File: src/rtl/lru_key_value_cache_unit_assert.svh
// Assertion macros for the LRU key-value cache unit.
// Taken in by the RTL files that carry assertions; no other dependencies.
`ifndef LRU_KEY_VALUE_CACHE_UNIT_ASSERT_SVH
`define LRU_KEY_VALUE_CACHE_UNIT_ASSERT_SVH
`ifndef SYNTHESIS
`define LKV_ASSERT(lbl, clk, rst, prop, msg) \
   lbl: assert property (@(posedge clk) disable iff (rst) prop) else $error(msg);
`define LKV_ASSERT_ALWAYS(lbl, clk, prop, msg) \
   lbl: assert property (@(posedge clk) prop) else $error(msg);
`else
`define LKV_ASSERT(lbl, clk, rst, prop, msg)
`define LKV_ASSERT_ALWAYS(lbl, clk, prop, msg)
`endif
`endif

File: src/rtl/lkv_pkg.sv
// Shared constants, types and codes of the LRU key-value cache.
// No dependencies; used by the interfaces, the cell and the top level.
package lkv_pkg;

   localparam int unsigned ENTRIES = 16;
   localparam int unsigned KEY_W   = 32;
   localparam int unsigned VAL_W   = 32;
   localparam int unsigned CAP_W   = 5;
   localparam int unsigned RANK_W  = (ENTRIES > 1) ? $clog2(ENTRIES) : 1;
   localparam int unsigned COUNT_W = $clog2(ENTRIES + 1);

   localparam logic [CAP_W-1:0] CAP_RESET  = CAP_W'(16);
   localparam logic [VAL_W-1:0] MISS_VALUE = '1;

   localparam logic OP_GET = 1'b0;
   localparam logic OP_PUT = 1'b1;

   typedef enum logic {
      ST_IDLE,
      ST_EXEC
   } lkv_state_type;

   // Broadcast from the control to every cell.
   typedef struct packed {
      logic              lookup;
      logic [KEY_W-1:0]  lookup_key;
      logic              exec;
      logic              is_put;
      logic [KEY_W-1:0]  key;
      logic [VAL_W-1:0]  value;
      logic              at_cap;
      logic [RANK_W-1:0] oldest_rank;
   } lkv_cmd_type;

   // Resolved hit, fed back from the end of the chain.
   typedef struct packed {
      logic              any_hit;
      logic [RANK_W-1:0] hit_rank;
   } lkv_bcast_type;

   // Passed from cell to cell.
   typedef struct packed {
      logic              found;
      logic              free_taken;
      logic [RANK_W-1:0] rank;
      logic [VAL_W-1:0]  value;
   } lkv_chain_type;

endpackage

File: src/rtl/lkv_if.sv
// Valid/ready channel interfaces: request, response and capacity register write.
// Depends on lkv_pkg for the field widths.
interface lkv_req_if;
   logic                            valid;
   logic                            ready;
   logic                            req_type;
   logic signed [lkv_pkg::KEY_W-1:0] key;
   logic signed [lkv_pkg::VAL_W-1:0] value;
   modport source (output valid, req_type, key, value, input ready);
   modport sink   (input valid, req_type, key, value, output ready);
endinterface

interface lkv_rsp_if;
   logic                            valid;
   logic                            ready;
   logic                            hit;
   logic signed [lkv_pkg::VAL_W-1:0] value_out;
   modport source (output valid, hit, value_out, input ready);
   modport sink   (input valid, hit, value_out, output ready);
endinterface

interface lkv_csr_if;
   logic                        valid;
   logic                        ready;
   logic [lkv_pkg::CAP_W-1:0]   data;
   modport source (output valid, data, input ready);
   modport sink   (input valid, data, output ready);
endinterface

File: src/rtl/lkv_cell.sv
// One cache entry: key, value, valid flag and recency rank, with its link in
// the match, free-slot and readout chain. Depends on lkv_pkg.
module lkv_cell (
   input  logic                   clock,
   input  logic                   reset,
   input  lkv_pkg::lkv_cmd_type   cmd,
   input  lkv_pkg::lkv_bcast_type bcast,
   input  lkv_pkg::lkv_chain_type chain_in,
   output lkv_pkg::lkv_chain_type chain_out,
   output logic                   valid
);

   logic                         valid_ff, valid_in;
   logic                         match_ff, match_in;
   logic [lkv_pkg::RANK_W-1:0]   rank_ff, rank_in;
   logic [lkv_pkg::KEY_W-1:0]    key_ff, key_in;
   logic [lkv_pkg::VAL_W-1:0]    value_ff, value_in;

   logic sel_hit, insert, evict_me, free_now, ins_me;

   always_comb begin
      sel_hit  = match_ff & ~chain_in.found;
      insert   = cmd.exec & (cmd.is_put == lkv_pkg::OP_PUT) & ~bcast.any_hit;
      evict_me = insert & cmd.at_cap & valid_ff & (rank_ff == cmd.oldest_rank);
      free_now = ~valid_ff | evict_me;
      ins_me   = insert & free_now & ~chain_in.free_taken;

      chain_out.found      = chain_in.found | match_ff;
      chain_out.free_taken = chain_in.free_taken | free_now;
      chain_out.rank       = chain_in.rank | (sel_hit ? rank_ff : '0);
      chain_out.value      = chain_in.value | (sel_hit ? value_ff : '0);
   end

   always_comb begin
      valid_in = valid_ff;
      rank_in  = rank_ff;
      key_in   = key_ff;
      value_in = value_ff;
      match_in = match_ff;
      if (cmd.lookup) begin
         match_in = valid_ff && (key_ff == cmd.lookup_key);
      end
      if (cmd.exec) begin
         if (bcast.any_hit) begin
            if (sel_hit) begin
               rank_in = '0;
               if (cmd.is_put == lkv_pkg::OP_PUT) begin
                  value_in = cmd.value;
               end
            end else if (valid_ff && (rank_ff < bcast.hit_rank)) begin
               rank_in = rank_ff + 1'b1;
            end
         end else if (insert) begin
            if (ins_me) begin
               valid_in = 1'b1;
               key_in   = cmd.key;
               value_in = cmd.value;
               rank_in  = '0;
            end else if (evict_me) begin
               valid_in = 1'b0;
               rank_in  = '0;
            end else if (valid_ff) begin
               rank_in = rank_ff + 1'b1;
            end
         end
      end
   end

   always_ff @(posedge clock) begin
      if (reset) begin
         valid_ff <= 1'b0;
         rank_ff  <= '0;
         match_ff <= 1'b0;
      end else begin
         valid_ff <= valid_in;
         rank_ff  <= rank_in;
         match_ff <= match_in;
      end
   end

   always_ff @(posedge clock) begin
      key_ff   <= key_in;
      value_ff <= value_in;
   end

   assign valid = valid_ff;

endmodule

File: src/rtl/lru_key_value_cache_unit.sv
// Fully associative key-value cache with least-recently-used replacement, built
// as a row of lkv_pkg::ENTRIES entry cells. On the edge that accepts a request,
// every cell compares its key with the request key; in the next cycle the hit,
// free-slot and readout chains through the cells resolve and all entries update
// their ranks, so no new request is taken until the last one has executed. A
// get's response is registered at the end of the execute cycle; a put gives
// no response. Requests are held off while an untaken response is waiting.
// Depends on lkv_pkg, lkv_if.sv, lkv_cell and the assertion macro header.
`include "lru_key_value_cache_unit_assert.svh"

module lru_key_value_cache_unit (
   input  logic      clock,
   input  logic      reset,
   lkv_req_if.sink   req,
   lkv_rsp_if.source rsp,
   lkv_csr_if.sink   csr
);

   lkv_pkg::lkv_state_type state_ff, state_in;

   logic [lkv_pkg::CAP_W-1:0]   cap_ff;
   logic [lkv_pkg::COUNT_W-1:0] count_ff, count_in;
   logic [lkv_pkg::COUNT_W-1:0] cap_eff;
   logic                        op_ff;
   logic [lkv_pkg::KEY_W-1:0]   key_ff;
   logic [lkv_pkg::VAL_W-1:0]   value_ff;

   logic                        rsp_valid_ff, rsp_valid_in;
   logic                        rsp_hit_ff;
   logic [lkv_pkg::VAL_W-1:0]   rsp_value_ff;

   logic req_ready, req_fire, do_lookup, do_exec, at_cap, put_insert;

   lkv_pkg::lkv_cmd_type   cmd;
   lkv_pkg::lkv_bcast_type bcast;
   lkv_pkg::lkv_chain_type chain [lkv_pkg::ENTRIES+1];
   logic [lkv_pkg::ENTRIES-1:0] valid_vec;

   assign req_fire = req.valid && req_ready;

   // Next state
   always_comb begin
      state_in = state_ff;
      unique case (state_ff)
         lkv_pkg::ST_IDLE: begin
            if (req_fire) state_in = lkv_pkg::ST_EXEC;
         end
         lkv_pkg::ST_EXEC: begin
            state_in = lkv_pkg::ST_IDLE;
         end
         default: state_in = lkv_pkg::ST_IDLE;
      endcase
   end

   // State outputs
   always_comb begin
      req_ready = 1'b0;
      do_lookup = 1'b0;
      do_exec   = 1'b0;
      unique case (state_ff)
         lkv_pkg::ST_IDLE: begin
            req_ready = !rsp_valid_ff || rsp.ready;
            do_lookup = req.valid && req_ready;
         end
         lkv_pkg::ST_EXEC: begin
            do_exec = 1'b1;
         end
         default: begin
            req_ready = 1'b0;
         end
      endcase
   end

   always_comb begin
      if (cap_ff == '0) begin
         cap_eff = lkv_pkg::COUNT_W'(1);
      end else if (32'(cap_ff) > lkv_pkg::ENTRIES) begin
         cap_eff = lkv_pkg::COUNT_W'(lkv_pkg::ENTRIES);
      end else begin
         cap_eff = lkv_pkg::COUNT_W'(cap_ff);
      end
      at_cap = count_ff >= cap_eff;
   end

   always_comb begin
      cmd.lookup      = do_lookup;
      cmd.lookup_key  = req.key;
      cmd.exec        = do_exec;
      cmd.is_put      = op_ff;
      cmd.key         = key_ff;
      cmd.value       = value_ff;
      cmd.at_cap      = at_cap;
      cmd.oldest_rank = lkv_pkg::RANK_W'(count_ff - 1'b1);
   end

   assign chain[0] = '0;
   assign bcast.any_hit  = chain[lkv_pkg::ENTRIES].found;
   assign bcast.hit_rank = chain[lkv_pkg::ENTRIES].rank;

   for (genvar i = 0; i < lkv_pkg::ENTRIES; i++) begin : g_cell
      lkv_cell u_cell (
         .clock     (clock),
         .reset     (reset),
         .cmd       (cmd),
         .bcast     (bcast),
         .chain_in  (chain[i]),
         .chain_out (chain[i+1]),
         .valid     (valid_vec[i])
      );
   end

   assign put_insert = do_exec && (op_ff == lkv_pkg::OP_PUT) && !bcast.any_hit;

   always_comb begin
      count_in = count_ff;
      if (put_insert && !at_cap) count_in = count_ff + 1'b1;
   end

   always_comb begin
      rsp_valid_in = rsp_valid_ff;
      if (rsp_valid_ff && rsp.ready) rsp_valid_in = 1'b0;
      if (do_exec && (op_ff == lkv_pkg::OP_GET)) rsp_valid_in = 1'b1;
   end

   always_ff @(posedge clock) begin
      if (reset) begin
         state_ff     <= lkv_pkg::ST_IDLE;
         cap_ff       <= lkv_pkg::CAP_RESET;
         count_ff     <= '0;
         rsp_valid_ff <= 1'b0;
      end else begin
         state_ff     <= state_in;
         count_ff     <= count_in;
         rsp_valid_ff <= rsp_valid_in;
         if (csr.valid) cap_ff <= csr.data;
      end
   end

   always_ff @(posedge clock) begin
      if (req_fire) begin
         op_ff    <= req.req_type;
         key_ff   <= req.key;
         value_ff <= req.value;
      end
      if (do_exec && (op_ff == lkv_pkg::OP_GET)) begin
         rsp_hit_ff   <= bcast.any_hit;
         rsp_value_ff <= bcast.any_hit ? chain[lkv_pkg::ENTRIES].value : lkv_pkg::MISS_VALUE;
      end
   end

   assign req.ready     = req_ready;
   assign csr.ready     = 1'b1;
   assign rsp.valid     = rsp_valid_ff;
   assign rsp.hit       = rsp_hit_ff;
   assign rsp.value_out = rsp_value_ff;

   `LKV_ASSERT(a_exec_single, clock, reset, state_ff == lkv_pkg::ST_EXEC |=> state_ff == lkv_pkg::ST_IDLE, "exec phase lasted more than one cycle")
   `LKV_ASSERT(a_accept_exec, clock, reset, req_fire |=> state_ff == lkv_pkg::ST_EXEC, "accepted request not executed")
   `LKV_ASSERT(a_rsp_slot_free, clock, reset, (do_exec && op_ff == lkv_pkg::OP_GET) |-> !rsp_valid_ff, "get executed while response slot busy")
   `LKV_ASSERT(a_count_valid, clock, reset, lkv_pkg::COUNT_W'($countones(valid_vec)) == count_ff, "entry count differs from valid entries")
   `LKV_ASSERT_ALWAYS(a_reset_empty, clock, reset |=> count_ff == '0, "cache not empty after reset")

endmodule
File: src/flat_wrapper.sv
// flat-port wrapper written by rule: the top's interface ports become plain ports
module lru_key_value_cache_unit_flat 
  (clock, reset, req_valid, req_req_type, req_key, req_value, req_ready, rsp_valid, rsp_hit, rsp_value_out, rsp_ready, csr_valid, csr_data, csr_ready);
  lkv_req_if req_i ();
  lkv_rsp_if rsp_i ();
  lkv_csr_if csr_i ();
  input  logic clock;
  input  logic reset;
  input wire logic [$bits(req_i.valid)-1:0] req_valid;
  input wire logic [$bits(req_i.req_type)-1:0] req_req_type;
  input wire logic [$bits(req_i.key)-1:0] req_key;
  input wire logic [$bits(req_i.value)-1:0] req_value;
  output wire logic [$bits(req_i.ready)-1:0] req_ready;
  output wire logic [$bits(rsp_i.valid)-1:0] rsp_valid;
  output wire logic [$bits(rsp_i.hit)-1:0] rsp_hit;
  output wire logic [$bits(rsp_i.value_out)-1:0] rsp_value_out;
  input wire logic [$bits(rsp_i.ready)-1:0] rsp_ready;
  input wire logic [$bits(csr_i.valid)-1:0] csr_valid;
  input wire logic [$bits(csr_i.data)-1:0] csr_data;
  output wire logic [$bits(csr_i.ready)-1:0] csr_ready;
  assign req_i.valid = req_valid;
  assign req_i.req_type = req_req_type;
  assign req_i.key = req_key;
  assign req_i.value = req_value;
  assign req_ready = req_i.ready;
  assign rsp_valid = rsp_i.valid;
  assign rsp_hit = rsp_i.hit;
  assign rsp_value_out = rsp_i.value_out;
  assign rsp_i.ready = rsp_ready;
  assign csr_i.valid = csr_valid;
  assign csr_i.data = csr_data;
  assign csr_ready = csr_i.ready;
  lru_key_value_cache_unit u_core (.clock(clock), .reset(reset), .req(req_i), .rsp(rsp_i), .csr(csr_i));
endmodule
File: config.mk
export PLATFORM = sky130hd
export DESIGN_NAME = lru_key_value_cache_unit_flat
export DESIGN_NICKNAME = d
export VERILOG_FILES = /design/src/rtl/lkv_pkg.sv /design/src/rtl/lkv_if.sv /design/src/rtl/lkv_cell.sv /design/src/rtl/lru_key_value_cache_unit.sv /design/src/flat_wrapper.sv
export VERILOG_INCLUDE_DIRS = /design/src /design/src/rtl
export SDC_FILE = /design/constraint.sdc
export NUM_CORES = 2
export LEC_CHECK = 0
export ABC_AREA = 1
export CORE_ASPECT_RATIO = 1.25
export CORE_MARGIN = 5
export CORE_UTILIZATION = 60
export DETAILED_ROUTE_END_ITERATION = 6
export DONT_BUFFER_PORTS = 1
export PLACE_DENSITY = 0.76
export REMOVE_ABC_BUFFERS = 1
export SLEW_MARGIN = 20
export SYNTH_ARGS = -nofsm -noshare
export SYNTH_HDL_FRONTEND = slang
export SYNTH_SLANG_ARGS = --single-unit
File: constraint.sdc
create_clock -name clock -period 14.56 [get_ports clock]
set_input_delay 2.912 -clock clock [delete_from_list [all_inputs] [get_ports clock]]
set_output_delay 2.912 -clock clock [all_outputs]
set_load 0.05 [all_outputs]
==> results.cfg <==
[cts]
postCtsSetupRepairBufs = 0
clkTransAtPathRegs_ns = 0.06
cts_hold_buf = 0
clk_latency_ns = 0.69
post_cts_resized = 0
cts_tree = done
htreeDepth = 3
cts.path.max_buffers = 3
cts_sinks = 1230
root_buffer = clkbuf_16
numCtsBuffers = 110

[worst_setup_path]
critical_path_class = in2out
worst_ep_required_time_ns = 11.65
critical_path.most_common_cell = inv_1
reg2reg_to = u_core.g_cell[8].u_cell.rank_ff[3]$_SDFFE_PP0P_
worstPathCellList = inv_1 > nand2_1 > inv_1 > nor2_1
reg2reg_depth = 24
critPathMaxStageDelay_ns = 0.71
worst-path-max-fanout = 2
critPathSlowestCell = nor2_1
critPathLaunchType = primary input
timing.rr.start = u_core.g_cell[0].u_cell.match_ff$_SDFFE_PP0P_
cp.arrival_ns = 3.74
ff2ff_setup_slack_ns = 8.62
cp-end-kind = output pin

[grt]
grt_pass1_wl_um = 202000
grt_usage_pct = 29.3
use_met3_pct = 4.97
met1_usage_pct = 36.7
antenna_found_initial = 4
grt_pass1_vias = 32600
grtUsageMet2_pct = 49.6
grt_overflow = 0
grt.busiest_layer = met2
grt_max_degree = 62

[sta]
setup-violations-final = 0
finClkSkew_ns = 0.0645
slew_headroom_pct = 21.5
max_freq_mhz = 150
hold_slack_ns = 0.460
slew_viol_final = 0
setup_slack_ns = 7.91
hold_viol_final = 0
setup-tns-final_ns = 0
min_period_over_period_pct = 45.7
min_period_ns = 6.65
rsz0062_at_grt = false
worstMarginPinSlew_ns = 1.17

[route]
drt_iter0_drc = 3964
first_pass_iters = 7
vias_per_cell = 6.33
ant_nets = 0
vias = 33200
wl_per_cell_um = 25.8
drc_errors = 1
wl_um = 136000

[synthesis]
yosys.area.top_type = edfxtp_1
synth_area_leaders = edfxtp_1 66%, nand2_1 5.2%, dfxtp_1 4.2%
synthArstFlopShare_pct = 0
synth_common_cells = 1,122 x edfxtp_1, 715 x nand2_1, 254 x nor2_1, 219 x inv_1, 190 x o21ai_0
ys.flop_type = edfxtp_1
ys_seq_area_share_pct = 69.9
synthDistinctLibCells = 64
ys_ff_latch = 1230
ys_warn_count = 0
syn_avg_cell_area_um2 = 12.7
syn_area_um2 = 51300
postSynthCellCount = 4030
synth_top_area_share_pct = 65.7
synth-edff-count = 1122
synth_most_common_cell = edfxtp_1

[finish]
final_cell_area_um2 = 56400
synthToLayoutAreaGrowth_pct = 9.88
fin_cells = 5249
fin_util_pct = 66.1
nets = 4203
drive_gt1_share_pct = 8.20

[placed_design]
io_buffers = 0
place_ws_ns = 7.90
post-place-cells = 5041
hpwl_um = 82600
place_congestion = 0.976
place_area_um2 = 52900

[power_and_ir_drop]
ir_drop_mv = 0.121
power_density_nw_per_um2 = 122
p_total_mw = 6.90
p_leak_nw = 18.9

[min_path]
min_path_type = reg2reg
hold_depth = 1
min-delay-start = u_core.count_ff[4]$_SDFFE_PP0P_
holdPathEnd = u_core.count_ff[4]$_SDFFE_PP0P_

[floorplan]
start_util_pct = 60.2
dieArea_um2 = 91500
rows = 120
core-area_um2 = 85300
dieWidth_um = 272
io_pins = 111
die_y_um = 337

[outcome]
violations = DRC
outcome = finished, violations left

[flow_run]
maxCapViolCount = 0
## worst max-delay path: cells and delay by family
kind | cells | cell delay [ns]
buffers and inverters | 2 | 0.08
AND/OR/NAND/NOR | 2 | 0.75
## where the power goes
group          leakage (nW)  internal [mW]  switching (mW)  total (mW)
Sequential             11.0           3.88          0.0678        3.95
Clock                  1.67           1.54            1.26        2.79
Combinational          6.31         0.0532           0.110       0.163
Total                  18.9           5.47            1.44        6.90
## cell families after synthesis
kind of cell | share of synthesized area [%]
fa+ha+maj | 1.73
compound gates | 8.23
simple gates | 12.1
buf+inv | 3.02
flops | 69.9
xor+xnor | 5.06
other cells | 0.00731
## state kept, by name, summed over array words and instances (netlist names)
register / count
u_core.cap_ff: 5
u_core.count_ff: 5
u_core.g_cell.u_cell.key_ff: 512
u_core.g_cell.u_cell.match_ff: 16
u_core.g_cell.u_cell.rank_ff: 64
u_core.g_cell.u_cell.valid: 16
u_core.g_cell.u_cell.value_ff: 512
u_core.key_ff: 32
u_core.op_ff: 1
u_core.rsp.hit: 1
u_core.rsp.valid: 1
u_core.rsp.value_out: 32
u_core.state_ff: 1
u_core.value_ff: 32
## area by class of cell
cell class                      instances  area, um2
Antenna cell                            3       7.51
Clock buffer                          146       2950
Clock inverter                         57        504
Fill cell                            6019      28900
Inverter                              240        903
Multi-Input combinational cell       2399      14200
Sequential cell                      1230      35900
Tap cell                             1098       1370
Timing Repair Buffer                   76        611
## layout by cell type (no fill, tap or decap), types with 32 or more instances in the layout
| cell | n |
|---|---|
| clkbuf_16 | 112 |
| buf_4 | 74 |
| a211oi_1 | 38 |
| o21ai_0 | 189 |
| dfxtp_1 | 107 |
| ha_1 | 71 |
| inv_1 | 218 |
| clkbuf_1 | 32 |
| a21oi_1 | 146 |
| nand2_1 | 714 |
| edfxtp_1 | 1122 |
| nand3_1 | 154 |
| nor2_1 | 235 |
| nor4_1 | 52 |
| xor2_1 | 180 |
| a221oi_1 | 131 |
| nand4_1 | 98 |
| xnor2_1 | 106 |
| nor3_1 | 43 |
## metal layers
metal | share of wire [%] | wire (um)
met1 | 36 | 49000
met2 | 49 | 66100
met3 | 9.2 | 12500
met4 | 5.9 | 8050
met5 | 0.019 | 26
## worst max-delay path by stage
| stage | from | endpoint | slack, ns | cells past startpoint |
|---|---|---|---|---|
| 3_3_place_gp | rsp_ready | req_ready | 7.88 | 4 |
| 3_5_place_dp | rsp_ready | req_ready | 7.90 | 4 |
| 2_1_floorplan | u_core.count_ff[0]$_SDFFE_PP0P_ | u_core.g_cell[5].u_cell.value_ff[0]$_DFFE_PP_ | 7.24 | 12 |
| 4_1_cts | rsp_ready | req_ready | 7.90 | 4 |
| 5_1_grt | rsp_ready | req_ready | 7.87 | 4 |
| 6_report | rsp_ready | req_ready | 7.91 | 4 |
(Power assumes the default switching activity.)
